$ cat src/rtl/ppds_pkg.sv
package ppds_pkg;

	// Pulses examined for a sync pulse at the start of a capture
	localparam int unsigned SYNC_WINDOW = 10;
	// Width of the shift register that collects decoded bits
	localparam int unsigned DATA_BITS   = 32;

	localparam int unsigned PULSE_W = 20;
	localparam int unsigned TIME_W  = 16;
	localparam int unsigned WORD_W  = 32;
	localparam int unsigned COUNT_W = 16;
	localparam int unsigned POS_W   = 4;

	// Sync must be narrower than this
	localparam logic [PULSE_W-1:0] SYNC_LIMIT = PULSE_W'(100000);
	// Frames with more bits than this are flagged valid
	localparam logic [COUNT_W-1:0] MIN_FRAME_BITS = COUNT_W'(4);
	localparam logic [POS_W-1:0]   POS_MAX        = '1;
	localparam logic [POS_W-1:0]   SYNC_POS_LIMIT = POS_W'(SYNC_WINDOW);
	localparam logic [COUNT_W-1:0] COUNT_MAX      = '1;

	localparam int unsigned CFG_IDX_W  = 1;
	localparam int unsigned CFG_DATA_W = TIME_W;

	typedef enum logic [CFG_IDX_W-1:0] {
		REG_SHORT_TIME = 1'b0,
		REG_LONG_TIME  = 1'b1
	} cfg_reg_t;

	localparam logic [TIME_W-1:0] SHORT_TIME_RESET = TIME_W'(300);
	localparam logic [TIME_W-1:0] LONG_TIME_RESET  = TIME_W'(900);

	typedef struct packed {
		logic [PULSE_W-1:0] pulse_width;
		logic               last_pulse;
	} pulse_t;

	typedef struct packed {
		logic [WORD_W-1:0]  data_word;
		logic [COUNT_W-1:0] bits_decoded;
		logic               frame_valid;
	} frame_t;

endpackage

$ cat src/rtl/ppds_if.sv
interface ppds_pulse_if;
	logic              valid;
	logic              ready;
	ppds_pkg::pulse_t  data;

	modport source (output valid, output data, input ready);
	modport sink   (input valid, input data, output ready);
endinterface

interface ppds_frame_if;
	logic              valid;
	logic              ready;
	ppds_pkg::frame_t  data;

	modport source (output valid, output data, input ready);
	modport sink   (input valid, input data, output ready);
endinterface

$ cat src/rtl/pwm_pulse_decoder_with_sync_top.sv
// Pulse-width decoder with sync detection. Each pulse transaction carries one
// captured pulse width and a last-pulse flag. Among the first ten pulses of a
// capture, the first one wider than 3*long_time and narrower than 100000 is
// taken as sync and restarts decoding with the next pulse; without sync,
// decoding starts at the first pulse. A pulse within 50..180 percent of
// short_time shifts in a 0 (short band tested first), one within that band of
// long_time shifts in a 1, and any other pulse stops decoding until a later
// sync inside the window. On the last pulse one frame transaction is emitted
// (data_word, saturating bits_decoded, frame_valid when more than four bits)
// and the capture state clears. A pulse is registered on acceptance and
// decoded there, and the frame register loads when the last pulse leaves the
// input register, so a frame is offered once its last pulse has passed the
// input register and the frame register; one pulse is accepted every cycle,
// and the input stalls only while a finished frame waits in the output
// register and a further last pulse is ready to replace it. Write short_time
// (index 0) and long_time (index 1) only while no capture is in flight.
module pwm_pulse_decoder_with_sync_top (
	input  logic                                clk,
	input  logic                                arst_n,
	input  logic                                cfg_we,
	input  logic [ppds_pkg::CFG_IDX_W-1:0]      cfg_index,
	input  logic [ppds_pkg::CFG_DATA_W-1:0]     cfg_data,
	ppds_pulse_if.sink                          pulse_ch,
	ppds_frame_if.source                        frame_ch
);

	// Configuration
	logic [ppds_pkg::TIME_W-1:0] short_time_q;
	logic [ppds_pkg::TIME_W-1:0] long_time_q;

	always_ff @(posedge clk or negedge arst_n) begin
		if (!arst_n) begin
			short_time_q <= ppds_pkg::SHORT_TIME_RESET;
			long_time_q  <= ppds_pkg::LONG_TIME_RESET;
		end else if (cfg_we) begin
			unique case (cfg_index)
				ppds_pkg::REG_SHORT_TIME: short_time_q <= cfg_data;
				ppds_pkg::REG_LONG_TIME:  long_time_q  <= cfg_data;
				default: ;
			endcase
		end
	end

	// Input register
	logic             valid_s1;
	ppds_pkg::pulse_t pulse_s1;
	logic             out_valid_q;
	logic             advance_s1;

	// Hold a last pulse while the previous frame has not been taken
	assign advance_s1 = valid_s1 &&
		(!pulse_s1.last_pulse || !out_valid_q || frame_ch.ready);
	assign pulse_ch.ready = !valid_s1 || advance_s1;

	always_ff @(posedge clk or negedge arst_n) begin
		if (!arst_n) begin
			valid_s1 <= 1'b0;
		end else if (pulse_ch.ready) begin
			valid_s1 <= pulse_ch.valid;
		end
	end

	always_ff @(posedge clk) begin
		if (pulse_ch.valid && pulse_ch.ready) begin
			pulse_s1 <= pulse_ch.data;
		end
	end

	// Capture state
	logic                             sync_seen_q;
	logic [ppds_pkg::POS_W-1:0]       pulse_position_q;
	logic                             decode_stopped_q;
	logic [ppds_pkg::DATA_BITS-1:0]   shift_word_q;
	logic [ppds_pkg::COUNT_W-1:0]     bit_total_q;

	// Band limits: lo = t/2, and p <= floor(9t/5) is the same as 5p <= 9t
	logic [ppds_pkg::PULSE_W+2:0]     pulse_x5;
	logic [ppds_pkg::TIME_W+3:0]      short_x9;
	logic [ppds_pkg::TIME_W+3:0]      long_x9;
	logic [ppds_pkg::TIME_W+1:0]      long_x3;
	logic                             short_hit;
	logic                             long_hit;
	logic                             sync_hit;

	assign pulse_x5 = {3'b000, pulse_s1.pulse_width} + {1'b0, pulse_s1.pulse_width, 2'b00};
	assign short_x9 = {4'b0000, short_time_q} + {1'b0, short_time_q, 3'b000};
	assign long_x9  = {4'b0000, long_time_q} + {1'b0, long_time_q, 3'b000};
	assign long_x3  = {2'b00, long_time_q} + {1'b0, long_time_q, 1'b0};

	assign short_hit = (pulse_s1.pulse_width >= ppds_pkg::PULSE_W'(short_time_q >> 1)) &&
		(pulse_x5 <= (ppds_pkg::PULSE_W+3)'(short_x9));
	assign long_hit  = (pulse_s1.pulse_width >= ppds_pkg::PULSE_W'(long_time_q >> 1)) &&
		(pulse_x5 <= (ppds_pkg::PULSE_W+3)'(long_x9));
	assign sync_hit  = !sync_seen_q && (pulse_position_q < ppds_pkg::SYNC_POS_LIMIT) &&
		(pulse_s1.pulse_width > ppds_pkg::PULSE_W'(long_x3)) &&
		(pulse_s1.pulse_width < ppds_pkg::SYNC_LIMIT);

	logic                             sync_seen_d;
	logic                             decode_stopped_d;
	logic [ppds_pkg::DATA_BITS-1:0]   shift_word_d;
	logic [ppds_pkg::COUNT_W-1:0]     bit_total_d;
	logic [ppds_pkg::COUNT_W-1:0]     bit_total_inc;

	assign bit_total_inc = (bit_total_q == ppds_pkg::COUNT_MAX) ?
		bit_total_q : bit_total_q + ppds_pkg::COUNT_W'(1);

	always_comb begin
		sync_seen_d      = sync_seen_q;
		decode_stopped_d = decode_stopped_q;
		shift_word_d     = shift_word_q;
		bit_total_d      = bit_total_q;
		priority if (sync_hit) begin
			// Sync: drop everything decoded so far
			sync_seen_d      = 1'b1;
			decode_stopped_d = 1'b0;
			shift_word_d     = '0;
			bit_total_d      = '0;
		end else if (!decode_stopped_q) begin
			priority if (short_hit) begin
				shift_word_d = {shift_word_q[ppds_pkg::DATA_BITS-2:0], 1'b0};
				bit_total_d  = bit_total_inc;
			end else if (long_hit) begin
				shift_word_d = {shift_word_q[ppds_pkg::DATA_BITS-2:0], 1'b1};
				bit_total_d  = bit_total_inc;
			end else begin
				decode_stopped_d = 1'b1;
			end
		end
	end

	always_ff @(posedge clk or negedge arst_n) begin
		if (!arst_n) begin
			sync_seen_q      <= 1'b0;
			pulse_position_q <= '0;
			decode_stopped_q <= 1'b0;
			shift_word_q     <= '0;
			bit_total_q      <= '0;
		end else if (advance_s1) begin
			if (pulse_s1.last_pulse) begin
				// End of capture: clear for the next one
				sync_seen_q      <= 1'b0;
				pulse_position_q <= '0;
				decode_stopped_q <= 1'b0;
				shift_word_q     <= '0;
				bit_total_q      <= '0;
			end else begin
				sync_seen_q      <= sync_seen_d;
				decode_stopped_q <= decode_stopped_d;
				shift_word_q     <= shift_word_d;
				bit_total_q      <= bit_total_d;
				if (pulse_position_q != ppds_pkg::POS_MAX) begin
					pulse_position_q <= pulse_position_q + ppds_pkg::POS_W'(1);
				end
			end
		end
	end

	// Output register
	ppds_pkg::frame_t frame_q;

	always_ff @(posedge clk or negedge arst_n) begin
		if (!arst_n) begin
			out_valid_q <= 1'b0;
		end else if (advance_s1 && pulse_s1.last_pulse) begin
			out_valid_q <= 1'b1;
		end else if (frame_ch.ready) begin
			out_valid_q <= 1'b0;
		end
	end

	always_ff @(posedge clk) begin
		if (advance_s1 && pulse_s1.last_pulse) begin
			frame_q.data_word    <= ppds_pkg::WORD_W'(shift_word_d);
			frame_q.bits_decoded <= bit_total_d;
			frame_q.frame_valid  <= bit_total_d > ppds_pkg::MIN_FRAME_BITS;
		end
	end

	assign frame_ch.valid = out_valid_q;
	assign frame_ch.data  = frame_q;

	// Checks
	a_stall_only_when_full: assert property (@(posedge clk) disable iff (!arst_n)
		(valid_s1 && !advance_s1) |-> (out_valid_q && !frame_ch.ready && pulse_s1.last_pulse))
		else $error("input stage stalled without a waiting frame");

	a_clear_after_last: assert property (@(posedge clk) disable iff (!arst_n)
		(advance_s1 && pulse_s1.last_pulse) |=>
		(bit_total_q == '0 && pulse_position_q == '0 && !sync_seen_q && !decode_stopped_q))
		else $error("capture state not cleared after last pulse");

	a_frame_flag: assert property (@(posedge clk) disable iff (!arst_n)
		out_valid_q |-> (frame_q.frame_valid ==
		(frame_q.bits_decoded > ppds_pkg::MIN_FRAME_BITS)))
		else $error("frame_valid disagrees with bits_decoded");

	a_sync_empty: assert property (@(posedge clk) disable iff (!arst_n)
		(advance_s1 && sync_hit && !pulse_s1.last_pulse) |=>
		(bit_total_q == '0 && sync_seen_q))
		else $error("sync did not restart decoding");

endmodule
$ cat src/flat_wrapper.sv
// flat-port wrapper written by rule: the top's interface ports become plain ports
module pwm_pulse_decoder_with_sync_top_flat 
  (clk, arst_n, cfg_we, cfg_index, cfg_data, pulse_ch_valid, pulse_ch_data, pulse_ch_ready, frame_ch_valid, frame_ch_data, frame_ch_ready);
  ppds_pulse_if pulse_ch_i ();
  ppds_frame_if frame_ch_i ();
  input  logic clk;
  input  logic arst_n;
  input  logic cfg_we;
  input  logic [ppds_pkg::CFG_IDX_W-1:0] cfg_index;
  input  logic [ppds_pkg::CFG_DATA_W-1:0] cfg_data;
  input wire logic [$bits(pulse_ch_i.valid)-1:0] pulse_ch_valid;
  input wire logic [$bits(pulse_ch_i.data)-1:0] pulse_ch_data;
  output wire logic [$bits(pulse_ch_i.ready)-1:0] pulse_ch_ready;
  output wire logic [$bits(frame_ch_i.valid)-1:0] frame_ch_valid;
  output wire logic [$bits(frame_ch_i.data)-1:0] frame_ch_data;
  input wire logic [$bits(frame_ch_i.ready)-1:0] frame_ch_ready;
  assign pulse_ch_i.valid = pulse_ch_valid;
  assign pulse_ch_i.data = pulse_ch_data;
  assign pulse_ch_ready = pulse_ch_i.ready;
  assign frame_ch_valid = frame_ch_i.valid;
  assign frame_ch_data = frame_ch_i.data;
  assign frame_ch_i.ready = frame_ch_ready;
  pwm_pulse_decoder_with_sync_top u_core (.clk(clk), .arst_n(arst_n), .cfg_we(cfg_we), .cfg_index(cfg_index), .cfg_data(cfg_data), .pulse_ch(pulse_ch_i), .frame_ch(frame_ch_i));
endmodule
$ cat config.mk
export PLATFORM = sky130hd
export DESIGN_NAME = pwm_pulse_decoder_with_sync_top_flat
export DESIGN_NICKNAME = d
export VERILOG_FILES = /design/src/rtl/ppds_pkg.sv /design/src/rtl/ppds_if.sv /design/src/rtl/pwm_pulse_decoder_with_sync_top.sv /design/src/flat_wrapper.sv
export SDC_FILE = /design/constraint.sdc
export NUM_CORES = 1
export LEC_CHECK = 0
export BUFFER_PORTS_ARGS = -buffer_cell sky130_fd_sc_hd__buf_2
export CAP_MARGIN = 0
export CORE_UTILIZATION = 65
export DETAILED_ROUTE_END_ITERATION = 10
export PLACE_DENSITY = 0.92
export SLEW_MARGIN = 20
export SYNTH_ARGS = -nofsm -noshare
export SYNTH_HDL_FRONTEND = slang
export SYNTH_SLANG_ARGS = --single-unit
$ cat constraint.sdc
create_clock -name clk -period 11 [get_ports clk]
set_clock_uncertainty 0.1 [all_clocks]
set_input_delay 0.55 -clock clk [delete_from_list [all_inputs] [get_ports clk]]
set_output_delay 0.55 -clock clk [all_outputs]
set_load 0.1 [all_outputs]
==> flow_metrics.py <==
metrics = {
    "setup_path": {
        "rr_worst_depth": 26,
        "endpoint_kind": "flop",
        "timing.rr.end": "u_core.frame_ch.data[0]",
        "start_kind": "flop",
        "reg2reg_slack_ns": 4.14,
        "worst-path-max-fanout": 52,
        "crit_type": "flop to flop",
        "cp.arrival_ns": 6.93,
        "cp_data_required_time_ns": 11.07,
        "r2r-start": "u_core.long_time_q[1]",
    },
    "final_layout": {
        "nNetsFinal": 1405,
        "fin_area_sq_um": 12700,
        "final_common_cell": "ha_1",
        "syn_to_final_growth_pct": 11.1,
        "insertedDiodeCount": 0,
        "fin_cells": 1451,
        "most-common-layout-cells": "145 x ha_1, 92 x buf_2, 82 x nor2_1",
        "drive_gt1_frac": 0.157,
    },
    "floorplanning": {
        "die_y_um": 135,
        "core_sq_um": 17200,
        "rows": 48,
        "boundaryPins": 94,
        "die_x_um": 135,
        "die_area_sq_um": 18100,
        "start_util": 0.663,
    },
    "synthesis": {
        "syn_inst": 1129,
        "ys.warnings.count": 0,
        "netlist_top_cells_area": "edfxtp_1 18%, dfrtp_1 18%, ha_1 16%, xnor2_1 3.2%, a21oi_1 3.1%",
        "async_flop_share": 0.557,
        "yosysUniqueCellTypes": 81,
        "yosysSeqAreaShare": 0.378,
        "synth_top_area_share": 0.184,
        "synth-edff-count": 70,
        "synth_fp_nets": 1321,
        "post_synth.cell_area_avg_sq_um": 10.1,
        "synth_seq_cells": 158,
        "synth_top_area_cell": "edfxtp_1",
        "synthFlopType": "dfrtp_1",
        "synth_area_sq_um": 11400,
    },
    "global_routing": {
        "antenna_found_initial": 1,
        "grt_max_degree": 65,
        "grt_overflow_total": 0,
        "grt_use_total": 0.359,
        "grt_pass1_vias": 9880,
        "grt_pass1_wl_mm": 50.3,
    },
    "placed_design": {
        "place_congestion": 0.988,
        "place_inst": 1418,
        "place_area_sq_um": 12100,
        "hpwl_mm": 20.9,
        "io_buffers": 93,
    },
    "timing": {
        "max_freq_ghz": 0.146,
        "hold_violations": 0,
        "finalCriticalPeriod_ns": 6.86,
        "drv_slew": 0,
        "setup_viol": 0,
        "worst_pin_slew_ns": 1.10,
        "rsz0062_at_grt": "no",
        "period_share": 0.624,
        "slew_headroom": 0.264,
        "finalSetupTns_ns": 0,
    },
    "cts": {
        "cts_max_level": 4,
        "path_clk_slew_ns": 0.08,
        "cts_sinks": 158,
        "numCtsBuffers": 17,
        "cts_tree": "done",
        "ctsHoldBuffers": 1,
        "post_cts_buffers": 0,
        "clkLatencyLatePin_ns": 0.45,
        "cts_buffer_depth": 2,
        "cts-root-buf": "clkbuf_16",
        "ctsResizeCount": 0,
    },
    "worst_hold_path": {
        "min_path_cells": 1,
        "hold_path_startpoint": "pulse_ch_data[11]",
        "hold_class": "input pin to flop",
        "hold_end": "u_core.pulse_s1[11]",
    },
    "detailed_routing": {
        "detail-route-antenna-nets": 0,
        "drtPass1Iterations": 6,
        "finalWirelength_mm": 31.1,
        "drc": 0,
        "wl_per_cell_um": 21.4,
        "vias": 9766,
        "drtIter0Drc": 820,
        "avgViaCountPerCell": 6.73,
    },
    "pwr": {
        "irDropWorstVdd_mv": 0.119,
        "leakagePower_nw": 5.95,
        "power_density_nw_per_um2": 174,
    },
    "run_status": {
        "status": "finished, final reports clean",
    },
    "flow_run": {
        "drv_cap": 0,
    },
}
[critical path: stages (launching register included)]
cell	delay, ns
dfrtp_1	0.47
ha_1	0.25
fa_1	0.40
a21o_1	0.18
a21oi_1	0.26
o21bai_1	0.11
a21oi_1	0.27
o21bai_1	0.11
a21oi_1	0.29
o21bai_1	0.10
a21oi_1	0.24
o21bai_1	0.09
a21oi_1	0.22
o21bai_1	0.09
a21o_1	0.20
xor2_1	0.15
ha_1	0.29
and4_1	0.23
nand3_1	0.11
nor3_1	0.27
o21ai_0	0.14
nand3_1	0.10
o21a_2	0.86
inv_1	0.35
o221a_2	0.27
nor4_1	0.32
nand4_1	0.11
[worst max path at each step]
stage	start	to	slack [ns]	cells after the start
after floorplan	u_core.short_time_q[0]	u_core.frame_ch.data[0]	5.46	26
after global placement	u_core.long_time_q[1]	u_core.frame_ch.data[0]	4.75	26
after detailed placement	u_core.long_time_q[1]	u_core.frame_ch.data[0]	4.45	26
after CTS	u_core.long_time_q[1]	u_core.frame_ch.data[0]	4.29	26
after global routing	u_core.long_time_q[1]	u_core.frame_ch.data[0]	3.62	27
final	u_core.long_time_q[1]	u_core.frame_ch.data[0]	4.14	26
[cells by family (layout without fill, tap and decap cells)]
kind of cell | count (synthesis) | in the layout | synth area share
flip-flops | 158 | 158 | 0.378
AND/OR/NAND/NOR | 280 | 280 | 0.125
buffers and inverters | 110 | 207 | 0.0388
AO/OA/AOI/OAI | 314 | 314 | 0.193
multiplexers | 52 | 52 | 0.0481
adder cells (fa/ha/maj) | 151 | 151 | 0.168
XOR/XNOR | 64 | 64 | 0.0497
[cell type report]
cell class | count | area, sq um
multi-input cells | 861 | 6690
fillers | 1096 | 4540
flip-flops and latches | 158 | 4310
repair buffers | 99 | 515
clock buffers | 17 | 425
inverters | 76 | 285
well taps | 225 | 282
clock inverters | 15 | 188
[power breakdown]
part           leakage [nW]  switching, mW  total (mW)  internal [mW]
clock                 0.294          0.307       0.616          0.309
sequential             1.84         0.0540       0.710          0.656
combinational          3.81          0.526       0.877          0.351
total                  5.95          0.886        2.20           1.32
[cells in the mapped netlist (3+ instances only)]
library cell and number:
o311a_1 3, nor4_1 5, buf_4 4, xor2_1 21
a221oi_1 3, xnor2_1 42, nand2_1 67, a21oi_1 71
o21a_1 14, nor2b_1 10, clkbuf_1 24, ha_1 145
nand4_1 18, nand2b_1 19, or3_1 4, o21bai_1 16
a21o_1 34, a31oi_1 8, o31a_1 3, mux2i_1 32
and4_1 4, a2111oi_0 3, dfrtp_1 80, buf_1 4
nor3_1 12, and3_1 8, dfstp_2 8, nand3_1 24
a211oi_1 8, inv_1 76, a22o_1 40, a211o_1 4
fa_1 4, o31ai_1 5, a211oi_2 3, o21ai_0 59
edfxtp_1 70, mux2_2 19, and2_1 7, o211ai_1 11
nor2_1 84
[flip-flops by register name (all words and copies together) (netlist names)]
register and count:
u_core.pulse_position_q 4, u_core.pulse_s1 21, u_core.frame_ch.data 49, u_core.valid_s1 1
u_core.long_time_q 16, u_core.frame_ch.valid 1, u_core.short_time_q 16, u_core.bit_total_q 16
u_core.sync_seen_q 1, u_core.decode_stopped_q 1, u_core.shift_word_q 32
[per-layer routing]
layer | vias to the layer above | share of wire | track usage
met4 | 0 | 0.062 | 0.209
met3 | 175 | 0.079 | 0.0698
met1 | 4708 | 0.38 | 0.443
li1 | 4356 | - | -
met5 | - | 0 | 0
met2 | 527 | 0.47 | 0.590
[through the flow]
stage	worst slack, ns	hold WS [ns]	util	power (mW)
after floorplan	5.46	0.154	-	1.36
after global placement	4.75	0.375	0.700	1.52
after detailed placement	4.45	0.376	0.700	1.56
after CTS	4.29	0.174	0.736	2.18
after global routing	3.62	0.174	0.736	2.32
final	4.14	0.176	0.736	2.20
No activity file was read; power rests on OpenSTA's default activity.
